--- config.mk ---
export PLATFORM = sky130hd
export DESIGN_NAME = credential_field_keyword_filter
export DESIGN_NICKNAME = d
export VERILOG_FILES = /design/src/rtl/core/cfkf_pkg.sv /design/src/rtl/core/cfkf_csr.sv /design/src/rtl/core/cfkf_scan.sv /design/src/rtl/core/credential_field_keyword_filter.sv
export SDC_FILE = /design/constraint.sdc
export NUM_CORES = 1
export LEC_CHECK = 0
export BUFFER_PORTS_ARGS = -buffer_cell sky130_fd_sc_hd__buf_4
export CORE_ASPECT_RATIO = 2
export CORE_MARGIN = 1
export CORE_UTILIZATION = 34
export DETAILED_ROUTE_END_ITERATION = 16
export PLACE_DENSITY = 0.54
export SLEW_MARGIN = 20
export SYNTH_ARGS = -nofsm -noshare
export SYNTH_HDL_FRONTEND = slang
export SYNTH_SLANG_ARGS = --single-unit
--- constraint.sdc ---
create_clock -name clock -period 2.96 [get_ports clock]
set_clock_uncertainty 0.2 [all_clocks]
set_input_delay 0.296 -clock clock [delete_from_list [all_inputs] [get_ports clock]]
set_output_delay 0.296 -clock clock [all_outputs]
set_load 0.02 [all_outputs]
--- src/rtl/core/cfkf_pkg.sv ---
// Shared types and constants for the credential field keyword filter.
`timescale 1ns / 1ps

package cfkf_pkg;

   localparam int LIMIT_W    = 6;
   localparam int WINDOW_LEN = 7;
   localparam int KW_COUNT   = 12;
   localparam int KW_MAX     = 8;
   localparam int CSR_IDX_W  = 2;

   // Register indexes of the configuration port.
   localparam logic [CSR_IDX_W-1:0] CSR_MIN_LEN_ACCOUNT = 2'd0;
   localparam logic [CSR_IDX_W-1:0] CSR_MAX_LEN_ACCOUNT = 2'd1;
   localparam logic [CSR_IDX_W-1:0] CSR_MIN_LEN_NICK    = 2'd2;
   localparam logic [CSR_IDX_W-1:0] CSR_MAX_LEN_NICK    = 2'd3;

   // Verdict codes.
   localparam logic [2:0] REASON_OK        = 3'd0;
   localparam logic [2:0] REASON_BAD_CHAR  = 3'd1;
   localparam logic [2:0] REASON_KEYWORD   = 3'd2;
   localparam logic [2:0] REASON_TOO_SHORT = 3'd3;
   localparam logic [2:0] REASON_TOO_LONG  = 3'd4;

   localparam logic [LIMIT_W-1:0] RST_MIN_LEN_ACCOUNT = 6'd6;
   localparam logic [LIMIT_W-1:0] RST_MAX_LEN_ACCOUNT = 6'd10;
   localparam logic [LIMIT_W-1:0] RST_MIN_LEN_NICK    = 6'd2;
   localparam logic [LIMIT_W-1:0] RST_MAX_LEN_NICK    = 6'd10;

   // Keywords are right aligned: byte 0 holds the final letter.
   localparam logic [KW_MAX*8-1:0] KEYWORDS [KW_COUNT] = '{
      64'("OR"), 64'("SELECT"), 64'("INSERT"), 64'("DELETE"),
      64'("UPDATE"), 64'("CREATE"), 64'("DROP"), 64'("EXEC"),
      64'("UNION"), 64'("FETCH"), 64'("DECLARE"), 64'("TRUNCATE")
   };
   localparam logic [3:0] KEYWORD_LEN [KW_COUNT] = '{
      4'd2, 4'd6, 4'd6, 4'd6, 4'd6, 4'd6, 4'd4, 4'd4, 4'd5, 4'd5, 4'd7, 4'd8
   };

   typedef struct packed {
      logic [7:0] char_byte;
      logic       string_kind;
      logic       last_char;
   } cfkf_req_type;

   typedef struct packed {
      logic       accepted;
      logic [2:0] reason;
   } cfkf_rsp_type;

   typedef struct packed {
      logic [LIMIT_W-1:0] min_len_account;
      logic [LIMIT_W-1:0] max_len_account;
      logic [LIMIT_W-1:0] min_len_nick;
      logic [LIMIT_W-1:0] max_len_nick;
   } cfkf_limits_type;

   typedef struct packed {
      logic bad_char;
      logic keyword;
   } cfkf_flags_type;

   // Byte 0 of the window is the current byte, byte m the one m items back.
   function automatic logic keyword_hit(input logic [KW_MAX-1:0][7:0] win);
      logic hit;
      logic match;
      hit = 1'b0;
      for (int k = 0; k < KW_COUNT; k++) begin
         match = 1'b1;
         for (int m = 0; m < KW_MAX; m++) begin
            if (m < int'(KEYWORD_LEN[k]) && win[m] != KEYWORDS[k][m*8 +: 8]) begin
               match = 1'b0;
            end
         end
         hit = hit | match;
      end
      return hit;
   endfunction

endpackage

--- src/rtl/core/cfkf_csr.sv ---
// Length limit registers written through the configuration port.
`timescale 1ns / 1ps

module cfkf_csr (
   input  logic                            clock,
   input  logic                            reset,
   input  logic                            csr_valid,
   output logic                            csr_ready,
   input  logic [cfkf_pkg::CSR_IDX_W-1:0]  csr_index,
   input  logic [cfkf_pkg::LIMIT_W-1:0]    csr_wdata,
   output cfkf_pkg::cfkf_limits_type       limits
);
   import cfkf_pkg::*;

   cfkf_limits_type limits_ff;
   cfkf_limits_type limits_in;

   assign csr_ready = 1'b1;
   assign limits    = limits_ff;

   always_comb begin
      limits_in = limits_ff;
      if (csr_valid) begin
         unique case (csr_index)
            CSR_MIN_LEN_ACCOUNT: limits_in.min_len_account = csr_wdata;
            CSR_MAX_LEN_ACCOUNT: limits_in.max_len_account = csr_wdata;
            CSR_MIN_LEN_NICK:    limits_in.min_len_nick    = csr_wdata;
            CSR_MAX_LEN_NICK:    limits_in.max_len_nick    = csr_wdata;
            default:             limits_in = limits_ff;
         endcase
      end
   end

   always_ff @(posedge clock) begin
      if (reset) begin
         limits_ff.min_len_account <= RST_MIN_LEN_ACCOUNT;
         limits_ff.max_len_account <= RST_MAX_LEN_ACCOUNT;
         limits_ff.min_len_nick    <= RST_MIN_LEN_NICK;
         limits_ff.max_len_nick    <= RST_MAX_LEN_NICK;
      end else begin
         limits_ff <= limits_in;
      end
   end

endmodule

--- src/rtl/core/cfkf_scan.sv ---
// Per-string state: byte window, keyword match, character check and length count.
`timescale 1ns / 1ps

module cfkf_scan #(
   parameter int MAX_COUNT = 63,
   parameter int CNT_W     = 6
) (
   input  logic                       clock,
   input  logic                       reset,
   input  logic                       step,
   input  cfkf_pkg::cfkf_req_type     item,
   output cfkf_pkg::cfkf_flags_type   flags,
   output logic [CNT_W-1:0]           length
);
   import cfkf_pkg::*;

   logic [WINDOW_LEN-1:0][7:0] recent_ff;
   logic [WINDOW_LEN-1:0][7:0] recent_in;
   logic [CNT_W-1:0]           count_ff;
   logic [CNT_W-1:0]           count_in;
   cfkf_flags_type             seen_ff;
   cfkf_flags_type             seen_in;
   logic                       alnum;
   logic [7:0]                 c;

   assign c     = item.char_byte;
   assign alnum = (c >= 8'h30 && c <= 8'h39) || (c >= 8'h41 && c <= 8'h5a) ||
                  (c >= 8'h61 && c <= 8'h7a);

   // Flags and length including the current byte.
   assign flags.bad_char = seen_ff.bad_char | ~alnum;
   assign flags.keyword  = seen_ff.keyword | keyword_hit({recent_ff, c});
   assign length = (count_ff < CNT_W'(MAX_COUNT)) ? count_ff + CNT_W'(1) : count_ff;

   always_comb begin
      recent_in = recent_ff;
      count_in  = count_ff;
      seen_in   = seen_ff;
      if (step) begin
         if (item.last_char) begin
            recent_in = '0;
            count_in  = '0;
            seen_in   = '0;
         end else begin
            recent_in = {recent_ff[WINDOW_LEN-2:0], c};
            count_in  = length;
            seen_in   = flags;
         end
      end
   end

   always_ff @(posedge clock) begin
      if (reset) begin
         recent_ff <= '0;
         count_ff  <= '0;
         seen_ff   <= '0;
      end else begin
         recent_ff <= recent_in;
         count_ff  <= count_in;
         seen_ff   <= seen_in;
      end
   end

endmodule

--- src/rtl/core/credential_field_keyword_filter.sv ---
// Top level of the credential field keyword filter.
//
//   channel | direction | payload          | handshake
//   req     | in        | cfkf_req_type    | req_valid / req_ready
//   rsp     | out       | cfkf_rsp_type    | rsp_valid / rsp_ready
//   csr     | in        | index, 6-bit data| csr_valid / csr_ready (always ready)
//
// One item per cycle while no verdict waits with rsp_ready low: a byte goes
// into the input register, and when it advances the string state updates
// and, on a last byte, the verdict is loaded into the result register.
// The input register holds only while a verdict waits with rsp_ready low.
// Reset restores the default limits and clears the string state.
`timescale 1ns / 1ps

module credential_field_keyword_filter #(
   parameter int MAX_COUNT = 63
) (
   input  logic                            clock,
   input  logic                            reset,
   input  logic                            req_valid,
   output logic                            req_ready,
   input  cfkf_pkg::cfkf_req_type          req_data,
   output logic                            rsp_valid,
   input  logic                            rsp_ready,
   output cfkf_pkg::cfkf_rsp_type          rsp_data,
   input  logic                            csr_valid,
   output logic                            csr_ready,
   input  logic [cfkf_pkg::CSR_IDX_W-1:0]  csr_index,
   input  logic [cfkf_pkg::LIMIT_W-1:0]    csr_wdata
);
   import cfkf_pkg::*;

   localparam int CNT_W = $clog2(MAX_COUNT + 1);
   localparam int CMP_W = (CNT_W > LIMIT_W) ? CNT_W : LIMIT_W;

   logic            s1_valid_ff;
   logic            s1_valid_in;
   cfkf_req_type    s1_item_ff;
   cfkf_req_type    s1_item_in;
   logic            rsp_valid_ff;
   logic            rsp_valid_in;
   cfkf_rsp_type    rsp_data_ff;
   cfkf_rsp_type    rsp_data_in;
   logic            advance;
   cfkf_limits_type limits;
   cfkf_flags_type  flags;
   logic [CNT_W-1:0] length;
   logic [CMP_W-1:0] len_x;
   logic [CMP_W-1:0] lo_x;
   logic [CMP_W-1:0] hi_x;
   logic [2:0]       reason;

   cfkf_csr u_csr (
      .clock     (clock),
      .reset     (reset),
      .csr_valid (csr_valid),
      .csr_ready (csr_ready),
      .csr_index (csr_index),
      .csr_wdata (csr_wdata),
      .limits    (limits)
   );

   cfkf_scan #(
      .MAX_COUNT (MAX_COUNT),
      .CNT_W     (CNT_W)
   ) u_scan (
      .clock  (clock),
      .reset  (reset),
      .step   (advance),
      .item   (s1_item_ff),
      .flags  (flags),
      .length (length)
   );

   assign advance   = s1_valid_ff && (!rsp_valid_ff || rsp_ready);
   assign req_ready = !s1_valid_ff || advance;
   assign rsp_valid = rsp_valid_ff;
   assign rsp_data  = rsp_data_ff;

   always_comb begin
      len_x = CMP_W'(length);
      lo_x  = s1_item_ff.string_kind ? CMP_W'(limits.min_len_nick)
                                     : CMP_W'(limits.min_len_account);
      hi_x  = s1_item_ff.string_kind ? CMP_W'(limits.max_len_nick)
                                     : CMP_W'(limits.max_len_account);
      priority if (flags.bad_char) begin
         reason = REASON_BAD_CHAR;
      end else if (flags.keyword) begin
         reason = REASON_KEYWORD;
      end else if (len_x < lo_x) begin
         reason = REASON_TOO_SHORT;
      end else if (len_x > hi_x) begin
         reason = REASON_TOO_LONG;
      end else begin
         reason = REASON_OK;
      end
   end

   always_comb begin
      s1_valid_in  = s1_valid_ff;
      s1_item_in   = s1_item_ff;
      rsp_valid_in = rsp_valid_ff;
      rsp_data_in  = rsp_data_ff;
      if (advance) begin
         s1_valid_in = 1'b0;
      end
      if (req_valid && req_ready) begin
         s1_valid_in = 1'b1;
         s1_item_in  = req_data;
      end
      if (rsp_ready) begin
         rsp_valid_in = 1'b0;
      end
      if (advance && s1_item_ff.last_char) begin
         rsp_valid_in         = 1'b1;
         rsp_data_in.reason   = reason;
         rsp_data_in.accepted = (reason == REASON_OK);
      end
   end

   always_ff @(posedge clock) begin
      if (reset) begin
         s1_valid_ff  <= 1'b0;
         rsp_valid_ff <= 1'b0;
      end else begin
         s1_valid_ff  <= s1_valid_in;
         rsp_valid_ff <= rsp_valid_in;
      end
   end

   always_ff @(posedge clock) begin
      s1_item_ff  <= s1_item_in;
      rsp_data_ff <= rsp_data_in;
   end

endmodule
==> impl_metrics.ini <==
[status]
status = complete, no violations

[global_route]
grt_pass1_wl_um = 22980
gr-usage-met2_pct = 38.28
grt-busiest-layer = met2
grt_util_met1_pct = 19.42
track_usage_pct = 19.93
use_met3_pct = 2.905
grt_pass1_vias = 4369
antenna_found_initial = 0
grt-ovfl-total = 0
grt_max_degree = 71

[die]
initial_utilization_pct = 34.81
ioPinCount = 30
rows = 62
die_h_um = 173.9
die_area_mm2 = 0.01529
die_w_um = 87.94
coreArea_mm2 = 0.01443

[cells_and_area]
drive_gt1_share_pct = 13.41
seq_area_mm2 = 0.002225
multi_input_area_mm2 = 0.002659
fillCellCount = 1479
antenna_cells = 0
area_growth_pct = 18.83
fin_nets = 634
stdcell_count = 796

[critical_path]
end_kind = flop
slowest_delay_ps = 550
required_ps = 2860
reg2reg_depth = 7
path_cells = or3b_1, or4b_4, nor4_2, a32o_1, a22oi_1, and3b_1, and3_1
regToRegSetupSlack_ps = 170
regToRegEndpoint = rsp_data[2]
timing_worst_setup_path_type = reg2reg
cp_slowest_cell = or4b_4
critPathMaxFanout = 4
timing.rr.start = u_scan.recent_ff[30]
worst_setup_path_start_kind = flop
cp.arrival_ps = 2690

[power]
p_int_w = 0.002241
p_comb_share_pct = 7.8
clkPwrFrac_pct = 42.5
seq_power_share_pct = 49.7
power.leakage_nw = 2.138
switching_share_pct = 24.98
p_per_area_mw_per_mm2 = 500.5
netSwitchingPower_w = 0.0007461
irDropWorstVdd_uv = 294.1

[synthesis]
synth_top_area_cell = dfxtp_1
ys_seq_elements = 104
syn_area_mm2 = 0.005022
ys.flop_type = dfxtp_1
synth_edf_count = 14
syn-instance-count = 560
yosysMostFrequentCell = dfxtp_1
synth-seq-area-share_pct = 44.25
synthDistinctLibCells = 52
synth_warnings = 0
syn_nets = 595
ys_top_cells_by_area = dfxtp_1 36%, nand3b_1 9.6%, edfxtp_1 8.4%
ys_top_cells_by_count = 90 x dfxtp_1, 68 x a21oi_1, 67 x nand2_1
ys_async_sr_fraction_pct = 0
syn_avg_cell_area_um2 = 8.968
yosysTopAreaCellShare_pct = 35.87

[timing]
tightest_slew_ps = 771.7
slew_violations = 0
fin_setup_tns_ps = 0
hold-worst-slack_ps = 14.52
max_freq_ghz = 0.3590
maxSlewHeadroom_pct = 48.55
finalHoldViolCount = 0
setup_viol = 0
grt_setup_unrepaired = false
finalCritPeriodShare_pct = 94.12
min_period_ps = 2786

[drt]
drcViolationCount = 0
wl_per_cell_um = 17.77
drt_pass1_iterations = 4
via_per_inst = 5.376
ant_nets = 0
drt_iter0_drc = 285
vias = 4279
drt_wl_total_um = 14150

[clocking]
cts.sinks = 104
root_buffer = clkbuf_16
postCtsSetupRepairBufs = 0
clk_path_buf_depth = 2
numCtsBuffers = 9
htree_levels = 3
clock_latency_ps = 350
cts_tree = built
clk_pin_slew_worst_paths_ps = 80

[hold_path]
min_path_cells = 3
holdPathEnd = u_csr.limits[0]
hold_path.startpoint = csr_wdata[0]
hold_path.class = in2reg

[placement]
hpwl_um = 10320
dp_cells = 765
io_buffer_count = 28
routabilityCongestion = 0.9110

[flow_run]
drv_cap = 0
==> power by group through the flow <==
stage / Clock (W) / Sequential [W] / Combinational, W
detailed placement: 0 / 0.00152 / 0.000217
CTS: 0.00130 / 0.00149 / 0.000233
global placement: 0 / 0.00152 / 0.000214
finish: 0.00127 / 0.00149 / 0.000232
floorplan: 0 / 0.00151 / 0.000139
global route: 0.00135 / 0.00149 / 0.000255
==> worst max-delay path: cells and delay by family (launching register included) <==
kind | cells | cell delay, ps
flip-flops | 1 | 370
AO/OA/AOI/OAI | 2 | 310
AND/OR/NAND/NOR | 5 | 1670
==> repair_timing <==
action,in CTS,in global routing
hold buffers,15,0
setup endpoints to repair,0,2
hold endpoints to repair,15,0
resized for setup,0,4
==> logic make-up after synthesis <==
kind of cell,share of synthesized area [%]
AND/OR/NAND/NOR,31.66
flip-flops,44.25
AO/OA/AOI/OAI,12.03
buffers and inverters,3.139
multiplexers,5.854
adder cells (fa/ha/maj),2.989
other,0.07467
==> stage by stage <==
stage	area (um^2)	power, W	util, %	worst slack (ps)
finish	5968	0.002987	41.36	174.1
global route	5968	0.003096	41.36	11.74
CTS	5953	0.003018	41.26	100.9
detailed placement	5480	0.001735	37.98	120.7
global placement	5480	0.001731	37.98	147.5
floorplan	5022	0.001650	-	269.9
==> cell type report <==
type                            count  share of cell area, %
Multi-Input combinational cell    415                  44.55
Sequential cell                   104                  37.27
Timing Repair Buffer               60                  8.176
Tap cell                          192                  4.025
Clock buffer                        9                  3.774
Clock inverter                      7                  1.635
Inverter                            9                 0.5660
==> how the worst max path moves through the flow <==
stage	endpoint	from	depth (start not counted)
6_report	rsp_data[2]	u_scan.recent_ff[30]	7
5_1_grt	rsp_data[3]	u_scan.count_ff[3]	12
4_1_cts	rsp_data[2]	u_scan.count_ff[0]	12
3_5_place_dp	rsp_data[2]	u_scan.count_ff[0]	12
3_3_place_gp	rsp_data[2]	u_scan.count_ff[0]	12
2_1_floorplan	rsp_data[2]	s1_item_ff[1]	10
==> placed cells by master (no fill, tap or decap), types with 4 or more instances in the layout <==
master and n:
mux2i_1 26, dfxtp_1 88, edfxtp_1 14, nand3b_1 64, ha_1 11, inv_1 9, nor2_1 46, nor4_1 5
dlygate4sd3_1 15, nand2_1 66, clkbuf_16 9, nor4b_1 7, nand4b_1 5, o21ai_0 7, buf_4 45, a211o_1 7
a21oi_1 68, nor4bb_1 4, a22oi_1 7, nor3_1 8, nor2b_1 7, nand4_1 6, nand3_1 9, nor3b_1 7
and3_1 6
==> flip-flops by register name, summed over array words and instances (netlist names) <==
| name | cells |
|---|---|
| rsp_data | 4 |
| rsp_valid | 1 |
| s1_item_ff | 10 |
| s1_valid_ff | 1 |
| u_csr.limits | 24 |
| u_scan.count_ff | 6 |
| u_scan.recent_ff | 56 |
| u_scan.seen_ff | 2 |
==> routing by layer <==
metal / wire length (um) / part of all wire [%]
met1: 5194 / 37
met2: 8070 / 57
met3: 263 / 1.9
met4: 620 / 4.4
met5: 0 / 0
Note: power is estimated with default switching activity, not from simulation.
